### config.mk
export PLATFORM = sky130hd
export DESIGN_NAME = leader_length_frame_parser
export DESIGN_NICKNAME = d
export VERILOG_FILES = /design/src/sv/llfp_pkg.sv /design/src/sv/llfp_cfg.sv /design/src/sv/llfp_core.sv /design/src/sv/leader_length_frame_parser.sv
export SDC_FILE = /design/constraint.sdc
export NUM_CORES = 1
export LEC_CHECK = 0
export BUFFER_PORTS_ARGS = -buffer_cell sky130_fd_sc_hd__buf_2
export CAP_MARGIN = 20
export CORE_MARGIN = 1
export CORE_UTILIZATION = 55
export DETAILED_ROUTE_END_ITERATION = 6
export PLACE_DENSITY_LB_ADDON = 0.2
export SYNTH_ARGS = -nofsm -noshare
export SYNTH_HDL_FRONTEND = slang
export SYNTH_HIERARCHICAL = 1
export SYNTH_SLANG_ARGS = --single-unit
### constraint.sdc
create_clock -name clk_i -period 5.3 [get_ports clk_i]
set_input_delay 1.06 -clock clk_i [delete_from_list [all_inputs] [get_ports clk_i]]
set_output_delay 1.06 -clock clk_i [all_outputs]
set_load 0.02 [all_outputs]
### src/sv/llfp_pkg.sv
`timescale 1ns / 1ps
// shared types and codes for the leader/length frame parser
package llfp_pkg;

  // result status codes
  localparam logic [1:0] StHunt    = 2'd0;
  localparam logic [1:0] StStored  = 2'd1;
  localparam logic [1:0] StDone    = 2'd2;
  localparam logic [1:0] StAbandon = 2'd3;

  // configuration register indexes
  localparam logic [1:0] RegLeaderOne  = 2'd0;
  localparam logic [1:0] RegLeaderTwo  = 2'd1;
  localparam logic [1:0] RegHeaderLen  = 2'd2;
  localparam logic [1:0] RegMaxFrame   = 2'd3;

  localparam int unsigned CfgIdxW  = 2;
  localparam int unsigned CfgDataW = 16;

  // smallest frame that can carry a data byte
  localparam logic [16:0] MinFrameLen = 17'd6;

  typedef struct packed {
    logic [7:0]  leader_one;
    logic [7:0]  leader_two;
    logic [7:0]  header_length;
    logic [15:0] max_frame_length;
  } llfp_cfg_t;

  typedef struct packed {
    logic [1:0]  status;
    logic [7:0]  frame_byte;
    logic [15:0] frame_offset;
  } llfp_result_t;

endpackage

### src/sv/llfp_cfg.sv
`timescale 1ns / 1ps
// configuration register bank
module llfp_cfg (
  input  logic                          clk_i,
  input  logic                          rst_ni,
  input  logic                          cfg_we_i,
  input  logic [llfp_pkg::CfgIdxW-1:0]  cfg_idx_i,
  input  logic [llfp_pkg::CfgDataW-1:0] cfg_wdata_i,
  output llfp_pkg::llfp_cfg_t           cfg_o
);
  import llfp_pkg::*;

  llfp_cfg_t cfg_q;

  always_ff @(posedge clk_i or negedge rst_ni) begin
    if (!rst_ni) begin
      cfg_q.leader_one       <= 8'd0;
      cfg_q.leader_two       <= 8'd0;
      cfg_q.header_length    <= 8'd6;
      cfg_q.max_frame_length <= 16'd256;
    end else if (cfg_we_i) begin
      unique case (cfg_idx_i)
        RegLeaderOne: cfg_q.leader_one       <= cfg_wdata_i[7:0];
        RegLeaderTwo: cfg_q.leader_two       <= cfg_wdata_i[7:0];
        RegHeaderLen: cfg_q.header_length    <= cfg_wdata_i[7:0];
        RegMaxFrame:  cfg_q.max_frame_length <= cfg_wdata_i[15:0];
        default: ;
      endcase
    end
  end

  assign cfg_o = cfg_q;

endmodule

### src/sv/llfp_core.sv
`timescale 1ns / 1ps
// parse state machine: one byte per step, result formed combinationally
module llfp_core (
  input  logic                   clk_i,
  input  logic                   rst_ni,
  input  logic                   step_i,
  input  logic [7:0]             byte_i,
  input  llfp_pkg::llfp_cfg_t    cfg_i,
  output llfp_pkg::llfp_result_t res_o
);
  import llfp_pkg::*;

  localparam logic [2:0] PhLead1 = 3'd0;
  localparam logic [2:0] PhLead2 = 3'd1;
  localparam logic [2:0] PhHlen  = 3'd2;
  localparam logic [2:0] PhExtL  = 3'd3;
  localparam logic [2:0] PhExtH  = 3'd4;
  localparam logic [2:0] PhData  = 3'd5;

  logic [2:0]  phase_q, phase_d;
  logic [15:0] count_q, count_d;
  logic [7:0]  hlen_q, hlen_d;
  logic [15:0] ext_q, ext_d;

  logic [15:0] ext_new;
  logic [16:0] total_new;
  logic [16:0] total_cur;
  logic [16:0] count_next;

  assign ext_new    = {byte_i, ext_q[7:0]};
  assign total_new  = {9'd0, hlen_q} + {1'b0, ext_new};
  assign total_cur  = {9'd0, hlen_q} + {1'b0, ext_q};
  assign count_next = {1'b0, count_q} + 17'd1;

  always_comb begin
    phase_d            = phase_q;
    count_d            = count_q;
    hlen_d             = hlen_q;
    ext_d              = ext_q;
    res_o.status       = StStored;
    res_o.frame_byte   = byte_i;
    res_o.frame_offset = count_q;
    unique case (phase_q)
      PhLead2: begin
        res_o.frame_offset = 16'd1;
        if (byte_i == cfg_i.leader_two) begin
          phase_d = PhHlen;
          count_d = 16'd2;
        end else begin
          // bad second leader is consumed, not retried as a first leader
          res_o.status = StAbandon;
          phase_d      = PhLead1;
          count_d      = 16'd0;
        end
      end
      PhHlen: begin
        res_o.frame_offset = 16'd2;
        hlen_d  = byte_i;
        phase_d = PhExtL;
        count_d = 16'd3;
      end
      PhExtL: begin
        res_o.frame_offset = 16'd3;
        ext_d   = {8'd0, byte_i};
        phase_d = PhExtH;
        count_d = 16'd4;
      end
      PhExtH: begin
        res_o.frame_offset = 16'd4;
        ext_d = ext_new;
        if (total_new > {1'b0, cfg_i.max_frame_length} ||
            hlen_q != cfg_i.header_length || total_new < MinFrameLen) begin
          res_o.status = StAbandon;
          phase_d      = PhLead1;
          count_d      = 16'd0;
        end else begin
          phase_d = PhData;
          count_d = 16'd5;
        end
      end
      PhData: begin
        if (count_next >= total_cur) begin
          res_o.status = StDone;
          phase_d      = PhLead1;
          count_d      = 16'd0;
        end else begin
          count_d = count_next[15:0];
        end
      end
      default: begin
        // first leader hunt, also taken by unused phase codes
        res_o.frame_offset = 16'd0;
        if (byte_i == cfg_i.leader_one) begin
          phase_d = PhLead2;
          count_d = 16'd1;
        end else begin
          res_o.status = StHunt;
          phase_d      = PhLead1;
          count_d      = 16'd0;
        end
      end
    endcase
  end

  always_ff @(posedge clk_i or negedge rst_ni) begin
    if (!rst_ni) begin
      phase_q <= PhLead1;
      count_q <= 16'd0;
      hlen_q  <= 8'd0;
      ext_q   <= 16'd0;
    end else if (step_i) begin
      phase_q <= phase_d;
      count_q <= count_d;
      hlen_q  <= hlen_d;
      ext_q   <= ext_d;
    end
  end

endmodule

### src/sv/leader_length_frame_parser.sv
`timescale 1ns / 1ps
// top level of the leader/length frame parser
//
// takes received bytes one beat at a time, hunts for the two leader bytes,
// reads the header-length byte and the little-endian 16-bit extension length,
// and then passes data bytes until header length plus extension length bytes
// have gone by. every input beat yields exactly one result beat carrying the
// byte, its offset in the frame and a status (hunting, stored, frame complete,
// frame abandoned). a frame is abandoned on a wrong second leader, a header
// length other than the configured one, or a total above max_frame_length or
// below six. throughput is one byte per clock while out_ready_i is not holding
// the result back: the byte sits in an input register, the parse step runs
// combinationally between that register and the result register, which
// drives the result beat. configuration registers are written through
// a plain write port (index 0 leader_one, 1 leader_two, 2 header_length,
// 3 max_frame_length) and should only be written while the block is idle.
module leader_length_frame_parser (
  input  logic                          clk_i,
  input  logic                          rst_ni,
  // configuration write port
  input  logic                          cfg_we_i,
  input  logic [llfp_pkg::CfgIdxW-1:0]  cfg_idx_i,
  input  logic [llfp_pkg::CfgDataW-1:0] cfg_wdata_i,
  // received byte channel
  input  logic                          in_valid_i,
  output logic                          in_ready_o,
  input  logic [7:0]                    rx_byte_i,
  // result channel
  output logic                          out_valid_o,
  input  logic                          out_ready_i,
  output logic [1:0]                    status_o,
  output logic [7:0]                    frame_byte_o,
  output logic [15:0]                   frame_offset_o
);
  import llfp_pkg::*;

  llfp_cfg_t    cfg;
  llfp_result_t res;

  // input stage
  logic       in_vld_q;
  logic [7:0] in_byte_q;
  // result stage
  logic         out_vld_q;
  llfp_result_t out_q;

  logic out_free;
  logic step;

  // the result slot is free when empty or being drained this cycle
  assign out_free   = !out_vld_q || out_ready_i;
  // a held byte is parsed when it can land in the result slot
  assign step       = in_vld_q && out_free;
  assign in_ready_o = !in_vld_q || step;

  llfp_cfg u_cfg (
    .clk_i       (clk_i),
    .rst_ni      (rst_ni),
    .cfg_we_i    (cfg_we_i),
    .cfg_idx_i   (cfg_idx_i),
    .cfg_wdata_i (cfg_wdata_i),
    .cfg_o       (cfg)
  );

  llfp_core u_core (
    .clk_i  (clk_i),
    .rst_ni (rst_ni),
    .step_i (step),
    .byte_i (in_byte_q),
    .cfg_i  (cfg),
    .res_o  (res)
  );

  // input register control
  always_ff @(posedge clk_i or negedge rst_ni) begin
    if (!rst_ni) begin
      in_vld_q <= 1'b0;
    end else if (in_ready_o) begin
      in_vld_q <= in_valid_i;
    end
  end

  // input byte payload, loaded on each accepted beat
  always_ff @(posedge clk_i) begin
    if (in_valid_i && in_ready_o) begin
      in_byte_q <= rx_byte_i;
    end
  end

  // result register control
  always_ff @(posedge clk_i or negedge rst_ni) begin
    if (!rst_ni) begin
      out_vld_q <= 1'b0;
    end else if (out_free) begin
      out_vld_q <= step;
    end
  end

  // result payload
  always_ff @(posedge clk_i) begin
    if (step) begin
      out_q <= res;
    end
  end

  assign out_valid_o    = out_vld_q;
  assign status_o       = out_q.status;
  assign frame_byte_o   = out_q.frame_byte;
  assign frame_offset_o = out_q.frame_offset;

endmodule

# Word level (Yosys, flattened, before mapping)
# Index checks and enable logic that the tools add are counted.
# classes
n_addsub,3
mul,0
div_mod_pow,0
order_cmp,3
eq_ne,12
shift,0
mux,17
bitwise_logic,1
reduce_logical,19
# ops
operator,n
16-bit one-hot mux with 5 select lines,2
8-bit by 16-bit adder with 17-bit output,2
16-bit one-hot mux with 2 select lines,1
16-bit by 1-bit adder with 17-bit output (second input constant),1
17-bit >= comparator,1
17-bit by 16-bit > comparator with 1-bit output,1
17-bit by 3-bit < comparator with 1-bit output (second input constant),1
8-bit equality test,2
16-bit 2-to-1 mux,1
3-bit one-hot mux with 5 select lines,1
2-bit AND reduction,7
2-bit 2-to-1 mux,5
3-bit 2-to-1 mux,3
8-bit != test,1
2-bit one-hot mux with 4 select lines,1
3-bit by 2-bit equality test with 1-bit output (second input constant),2
3-bit equality test (second input constant),2
2-bit equality test (second input constant),2
1-bit logical OR,4
3-bit by 1-bit equality test with 1-bit output (second input constant),1
1-bit 2-to-1 mux,3
3-bit AND reduction,1
2-bit by 1-bit equality test with 1-bit output (second input constant),1
1-bit logical AND,2
6 further kinds,7
# totals
register_bits,119
latch_bits,0
ram_bits,0
romBits,0
in_bits,31
output_inout_bits,28
elab_cells,70
n_memories,0

# Longest topological paths before layout
# Gate-level depths: netlist (run 1).
# depth
word_depth,6
depth_mapped,19
ltp_nobuf,18

# Modules after synthesis
# Netlist (run 1), hierarchy kept.
# modules_own_cells
mod,instances,cells_per_inst,area_per_inst_um2,seq_area_each_um2
llfp_core,1,499,4275.4,1076.0
llfp_cfg,1,85,1517.7,1004.7
leader_length_frame_parser,1,42,1124.8,1071.0

# Worst setup path after synthesis (run 1)
# Ideal clock, no wire load.
# synth_path
path_kind,register to register
from,register u_core.hlen_q[0]
to,register u_core.count_q[0]
setup_ns,0.077
t_arrival_ns,3.751
t_required_ns,5.223
slack_ns,1.472
stages_incl_launch_ff,17
path_buffers,0
synth_period_minus_slack_ns,3.828
path_cell_list,dfrtp_1 > ha_1 > fa_1 > a21o_1 > a221oi_2 > o21ai_0 > nor2b_1 > nand3_1 > xor2_1 > ha_1 > a21o_1 > a311oi_1 > o21ai_0 > o21bai_1 > a21o_1 > or3_1 > a21oi_1
# synth_via
elab_chain_len,6
word_cells_on_any_way,11
classes_between,add/sub (2); order compare (3); eq/ne (1); mux (3); reduce/logical (2)
# synth_lines
item,line,rtl
from (decl),llfp_core.sv:22,"logic [7:0] hlen_q, hlen_d;"
from (signal assigned),llfp_core.sv:114,hlen_q <= hlen_d;
8-bit by 16-bit adder with 17-bit output,llfp_core.sv:31,"assign total_new = {9'd0, hlen_q} + {1'b0, ext_new};"
17-bit by 16-bit > comparator with 1-bit output,llfp_core.sv:71,"if (total_new > {1'b0, cfg_i.max_frame_length} ||"
1-bit logical OR,llfp_core.sv:71,
1-bit logical OR,llfp_core.sv:72,hlen_q != cfg_i.header_length || total_new < MinFrameLen) begin
3-bit 2-to-1 mux,llfp_core.sv:71,
16-bit one-hot mux with 5 select lines *,llfp_core.sv:43,unique case (phase_q)
to (signal assigned),llfp_core.sv:113,count_q <= count_d;
to (decl),llfp_core.sv:21,"logic [15:0] count_q, count_d;"
# Mark *: on every way between the ends. The rest lies on a longest branch, timed or not.
# A chain may end at the register's enable or synchronous reset.

==> results.md, run 1 <==
* Share of post-route cells with drive strength above 1 at 24.3%
* Via density at 5.87
* Die area at 13000 µm²
* Initial antenna violation count at 0
* Clock sink count at 119
* Layout fillers at 990
* Relative slew slack at 36.8%
* Mapped Avg Cell Area at between 10 and 15 µm²
* Post-Syn Nets at around 700
* Fin. Hold Viols at 0
* Root Buffer: clkbuf_16
* Setup repair bufs after CTS at 0
* Ys Warns at 6
* Tmin final at between 4000 and 5000 ps
* Final Setup Violations at 0
* Max incr delay on CP at between 400 and 500 ps
* Tightest Pin Transition at 941 ps
* Reg clk slew, reported paths at around 60 ps
* Max Clock Freq at about 220 MHz
* Total grt overflow at 0
* Worst skew pair latency at 440 ps
* Final worst slack at 853 ps
* VDD IR-drop max at 0.254 mV
* Outcome: completed
* Global-route wire length before repair at 25900 µm
* CTS tree: yes
* Sequential share of the synthesized area at 45.6%
* Synth Flop Type: dfrtp_1
* Area growth syn-to-layout at 13.7%
* Min-Delay Path Class: input port to async pin
* Slowest stage cell, crit path: a21oi_1
* NumNets Final at around 750
* Crit. End Element: register
* Leakage at about 3.6 nW
* Synth top area share at 29.7%
* Per-cell routed wire length at 18.3 µm
* Largest cells by area after synthesis: dfrtp_1 (30%), edfxtp_1 (15%), mux2_2 (9.0%)
* Final HPWL DP at 11300 µm
* Commonest non-fill, non-tap cells in the layout: dfrtp_1 (82), buf_2 (57), mux2_2 (55), ha_1 (44), nand2_1 (42)
* H-tree levels at 4
* DP Area at 7270 µm²
* Slew Viols, Final at 0
* RSZ-0062 raised after global routing: false
* Crit share post-route at 83.9%
* Worst Clk Skew at 8.87 ps
* Most common cell after layout, fill and taps aside: dfrtp_1
* Mapped Cells at 626
* Met1 WL at between 6000 and 7000 µm
* R2r setup slk at 850 ps
* Post-route cell area at slightly below 8000 µm²
* Vias in the first global route at 5116
* CP Launch Type: register
* Top layer reached by signal wires: met4
* Critical Path AT at around 4700 ps
* Critical path's most frequent cell: o21ai_0
* Synth async-reset ratio at 71.4%
* Largest net degree at the start of global routing at 86
* Post-synth EDFFs at 34
* Mapped cell area at just under 7000 µm²
* Post_cts resized at 0
* Crit path kind: register to register
* Antenna viol nets, final at 0
* Num CTS Buffers at 17
* DRC viols at 0
* Non-filler cells, final at between 800 and 900
* Routed wire length on met2 at 7770 µm
* Cell Chain, Critical Path: ha_1 -> fa_1 -> a21o_1 -> a221oi_2 -> o21ai_0 -> buf_4 -> nor2b_1 -> nand3_1 -> xor2_1 -> ha_1 -> a21o_1 -> a311oi_1 -> o21ai_0 -> o21bai_1 -> a21oi_1 -> nor3b_1 -> o21ai_0
* Hold Buf Count CTS at 0
* Inserted Diodes at 0
* Worst Hold Slack at between 400 and 500 ps
* GR Util All Layers at approximately a quarter
* Die Y-Extent at 114 µm
* Placeable Area at roughly 12000 µm²
* Site Rows at 40
* Seq cells post-synth at 119
* Via count at 5040
* Post-place setup slack at ~970 ps
* Total Power at 3.05 mW
* WP data required at roughly 5600 ps
* Max-Cap Viols at 0
* Synth area leader: dfrtp_1
* Drt first pass iters at 7
* Setup_tns at 0 ps
* Pwr per Cell Area at just under 400 nW/µm²
* Util after Layout at between 60% and 70%
* Routed WL at about 16000 µm
* I/O pin total at 59
* Initial Util at 57.1%
* Dpl cells at approximately 820
* Clock tree buffer depth at 2
* DR WL met3 at 867 µm
* Port Buffers at 58
* Final Wtd Congestion at 0.892
* Die X at 114 µm
* DRT iter0 DRCs at roughly 270
* CP max FO at 5
* Unique masters post-synth at 66
==> critical path: cells and delay by family, from the launching register on <==
family / cells / cell delay, ps
adders and majority gates: 3 / 920
and+or+nand+nor: 3 / 390
buffers and inverters: 1 / 180
xor gates and xnor gates: 1 / 160
DFF: 1 / 410
AOI/OAI and AO/OA: 9 / 2220
==> cells by family (layout without fill, tap and decap cells) <==
logic type,after synthesis,count (layout),synth area share (%)
flops,119,119,45.6
buf+inv,66,130,4.52
compound gates,116,116,11.8
fa+ha+maj,45,45,8.25
simple gates,165,165,13.3
xor+xnor,59,59,7.47
mux,56,56,9.10
==> final timing paths <==
| path | startpoint | endpoint | depth (start not counted) |
|---|---|---|---|
| worst max-delay path | u_core/hlen_q[0]$_DFFE_PN0P_ | status_o[0]$_DFFE_PP_ | 17 |
| worst min-delay path | rst_ni | u_core/ext_q[7]$_DFFE_PN0P_ | 1 |
| worst max register to register | u_core/hlen_q[0]$_DFFE_PN0P_ | status_o[0]$_DFFE_PP_ | 17 |
| worst min register to register | u_cfg/cfg_o[10]$_DFFE_PN0P_ | u_cfg/cfg_o[10]$_DFFE_PN0P_ | 1 |
| max in group asynchronous | rst_ni | u_cfg/cfg_o[17]$_DFFE_PN1P_ | 2 |
| min in group clk_i | u_cfg/cfg_o[10]$_DFFE_PN0P_ | u_cfg/cfg_o[10]$_DFFE_PN0P_ | 1 |
==> power by group <==
group / total [mW] / switching, mW / internal (mW)
Clock: 1.08 / 0.451 / 0.631
Combinational: 0.770 / 0.435 / 0.335
Sequential: 1.20 / 0.117 / 1.08
==> cells in the mapped netlist, types with 2 or more instances <==
master     number
nor3_1          5
inv_1          31
nand3_1        20
nand2_1        42
xnor2_1        18
a211o_1         5
a21oi_1        26
and3_1         13
dfstp_2         3
o22ai_1         8
xor2_1         41
nand4_1         9
nand3b_2        2
edfxtp_1       34
buf_6           2
o32ai_1         2
buf_2           4
nor3b_1         6
a211oi_1        6
a221o_1         2
mux2_2         55
o211ai_1        4
nor2_1         21
nor4_1          7
or3_1           3
nor2b_1         3
o211a_1         2
ha_1           44
and2_1         14
and4_1          5
o21bai_1        2
o31a_1          2
o21ai_0        16
a31oi_1         3
o21a_1          3
clkbuf_1       14
dfrtp_1        82
nand2b_1        8
a21o_1         15
buf_4          12
o2bb2ai_1       7
==> layer usage <==
| metal | vias up | track usage [%] |
|---|---|---|
| met3 | 34 | 6.25 |
| met4 | 0 | 14.1 |
| li1 | 2376 | - |
| met2 | 157 | 44.6 |
| met1 | 2473 | 32.0 |
| met5 | - | 0 |
==> cell type report <==
type / count / area, µm² / area share, %
Multi-Input combinational cell: 441 / 3450 / 43.9
Clock inverter: 14 / 110 / 1.40
Timing Repair Buffer: 65 / 365 / 4.64
Inverter: 33 / 124 / 1.57
Sequential cell: 119 / 3150 / 40.1
Clock buffer: 18 / 450 / 5.73
Tap cell: 168 / 210 / 2.67
==> state kept, by name, summed over array words and instances (netlist names) <==
| name | cells |
|---|---|
| u_cfg/cfg_o | 40 |
| frame_offset_o | 16 |
| u_core/count_q | 16 |
| u_core/ext_q | 16 |
| frame_byte_o | 8 |
| in_byte_q | 8 |
| u_core/hlen_q | 8 |
| u_core/phase_q | 3 |
| status_o | 2 |
| in_vld_q | 1 |
| out_valid_o | 1 |
(Power assumes the default switching activity.)
==> run 2, diff against run 1 <==
==> constraint.sdc (replaced) <==
create_clock -name clk_i -period 3.62 [get_ports clk_i]
set_input_delay 0.724 -clock clk_i [delete_from_list [all_inputs] [get_ports clk_i]]
set_output_delay 0.724 -clock clk_i [all_outputs]
set_load 0.02 [all_outputs]
==> results.md, run 2 (synthesized netlist as in run 1, its figures left out) <==
* Outcome: finished with violations (was completed)
* Failing checks: negative setup slack
* Die X at 114 µm (unchanged)
* Share of post-route cells with drive strength above 1 at 37.0% (was 24.3%)
* I/O pin total at 59 (unchanged)
* Fin. Hold Viols at 0 (unchanged)
* Final HPWL DP at 12400 µm (was 11300 µm)
* Site Rows at 40 (unchanged)
* CTS tree: yes (unchanged)
* Max reg flops at 40 (unchanged)
* Clock sink count at 119 (unchanged)
* Critical Path AT at 4270 ps (was 4720 ps)
* Initial antenna violation count at 0 (unchanged)
* Tightest Pin Transition at 1070 ps (was 941 ps)
* Global-route wire length before repair at 28100 µm (was 25900 µm)
* Vias in the first global route at 5493 (was 5116)
* Via density at 5.86 (was 5.87)
* Busiest grt layer: met2 (unchanged)
* Initial Util at 57.1% (unchanged)
* Drt first pass iters at 4 (was 7)
* Pwr per Cell Area at 575 nW/µm² (was 388 nW/µm²)
* Port Buffers at 58 (unchanged)
* Relative slew slack at 28.1% (was 36.8%)
* Clock tree buffer depth at 2 (unchanged)
* Non-filler cells, final at 923 (was 858)
* Final worst slack at -305 ps (was 853 ps)
* Die area at 13000 µm² (unchanged)
* Met2 usage at 48.4% (was 44.6%)
* Max-Cap Viols at 0 (unchanged)
* Slew Viols, Final at 0 (unchanged)
* Total grt overflow at 0 (unchanged)
* R2r setup slk at -310 ps (was 850 ps)
* Reg clk slew, reported paths at 60 ps (about the same)
* DRC viols at 0 (unchanged)
* Final Wtd Congestion at 0.892 (about the same)
* NumNets Final at 818 (was 753)
* Setup_tns at -3410 ps (was 0 ps)
* Max Clock Freq at 255 MHz (was 225 MHz)
* Leakage at 4.01 nW (was 3.61 nW)
* Worst R2R Start: u_core/ext_q[0]$_DFFE_PN0P_ (was u_core/hlen_q[0]$_DFFE_PN0P_)
* Antenna viol nets, final at 0 (unchanged)
* Area growth syn-to-layout at 26.4% (was 13.7%)
* Largest net degree at the start of global routing at 68 (was 86)
* Worst Clk Skew at 11.5 ps (was 8.87 ps)
* Most common cell after layout, fill and taps aside: dfrtp_1 (unchanged)
* WP data required at 3960 ps (was 5570 ps)
* Crit share post-route at 108% (was 83.9%)
* Dpl cells at 879 (was 824)
* Reg2reg end: u_core/count_q[0]$_DFFE_PN0P_ (was status_o[0]$_DFFE_PP_)
* Via count at 5408 (was 5040)
* Commonest non-fill, non-tap cells in the layout: dfrtp_1 (82), buf_4 (68), buf_2 (57), mux2_2 (55), nand2_1 (41) (was dfrtp_1 (82), buf_2 (57), mux2_2 (55), ha_1 (44), nand2_1 (42))
* DP Area at 7700 µm² (was 7270 µm²)
* Met3 usage at 5.45% (was 6.25%)
* Min-Delay Path Class: input port to async pin (unchanged)
* Final Setup Violations at 20 (was 0)
* Reg2Reg Depth at 16 (was 17)
* Post-route cell area at 8740 µm² (was 7870 µm²)
* GR Layer Usage met1 at 36.0% (was 32.0%)
* CP max FO at 3 (was 5)
* VDD IR-drop max at 0.465 mV (was 0.254 mV)
* Num CTS Buffers at 17 (unchanged)
* Die Y-Extent at 114 µm (unchanged)
* Root Buffer: clkbuf_16 (unchanged)
* Routed WL at 17800 µm (was 15700 µm)
* Tmin final at 3930 ps (was 4450 ps)
* RSZ-0062 raised after global routing: true (was false)
* Placeable Area at 12100 µm² (unchanged)
* GR Util All Layers at 28.9% (was 26.7%)
* DRT iter0 DRCs at 420 (was 266)
* Inserted Diodes at 0 (unchanged)
* Crit. End Element: register (unchanged)
* Crit path kind: register to register (unchanged)
* H-tree levels at 4 (unchanged)
* Worst skew pair latency at 420 ps (was 440 ps)
* Per-cell routed wire length at 19.3 µm (was 18.3 µm)
* CP Launch Type: register (unchanged)
## run 2: critical path, cell delays in order (launching register included)
cell,delay [ps]
dfrtp_1,380
ha_2,210
fa_2,340
a21o_1,190
a221oi_2,310
o21ai_2,150
nor2b_4,160
nand3_2,80
xor2_1,160
ha_1,260
a21o_1,210
a311oi_2,370
o21ai_1,170
o21bai_4,210
a21o_1,170
or3_1,340
a21oi_2,140
## run 2: area by class of cell
cell class	count	area [µm²]
repair buffers	130	852
multi-input cells	441	3770
flip-flops and latches	119	3150
well taps	168	210
inverters	33	124
clock buffers	26	520
fillers	866	3370
clock inverters	6	111
## run 2: stage by stage
step	hold slack (ps)	setup slack [ps]	util [%]	power, mW
5_1_grt	469	-458	72.2	5.28
3_3_place_gp	479	-289	63.6	3.03
2_1_floorplan	428	21.8	-	2.57
3_5_place_dp	495	-322	63.6	3.10
6_report	421	-305	72.2	5.02
4_1_cts	455	-128	69.7	4.93
## run 2: per-layer routing
layer	vias to the layer above	wire, µm
met5	-	0
li1	2494	-
met2	177	9000
met1	2702	7520
met4	0	519
met3	35	738
## run 2: power by group
part,internal (mW),switching (mW),leakage (nW)
registers,1.58,0.149,1.40
clock network,1.20,0.581,0.306
logic,0.722,0.795,2.31
## run 2: worst max path at each step
stage                            startpoint                            end  slack [ps]
3_3_place_gp   u_core/hlen_q[0]$_DFFE_PN0P_  u_core/phase_q[2]$_DFFE_PN0P_        -290
3_5_place_dp   u_core/hlen_q[1]$_DFFE_PN0P_  u_core/phase_q[2]$_DFFE_PN0P_        -320
6_report        u_core/ext_q[0]$_DFFE_PN0P_  u_core/count_q[0]$_DFFE_PN0P_        -310
4_1_cts         u_core/ext_q[0]$_DFFE_PN0P_  u_core/phase_q[2]$_DFFE_PN0P_        -130
2_1_floorplan  u_core/hlen_q[0]$_DFFE_PN0P_  u_core/count_q[0]$_DFFE_PN0P_          20
5_1_grt         u_core/ext_q[0]$_DFFE_PN0P_  u_core/count_q[0]$_DFFE_PN0P_        -460
## run 2: timing repair
| action | in CTS | in global routing |
|---|---|---|
| buffers inserted | 6 | 7 |
| pin swaps | 14 | 24 |
| resized for setup | 21 | 47 |
| hold buffers | 0 | 0 |
| endpoints found under the setup margin | 20 | 20 |
| hold endpoints to repair | 0 | 0 |
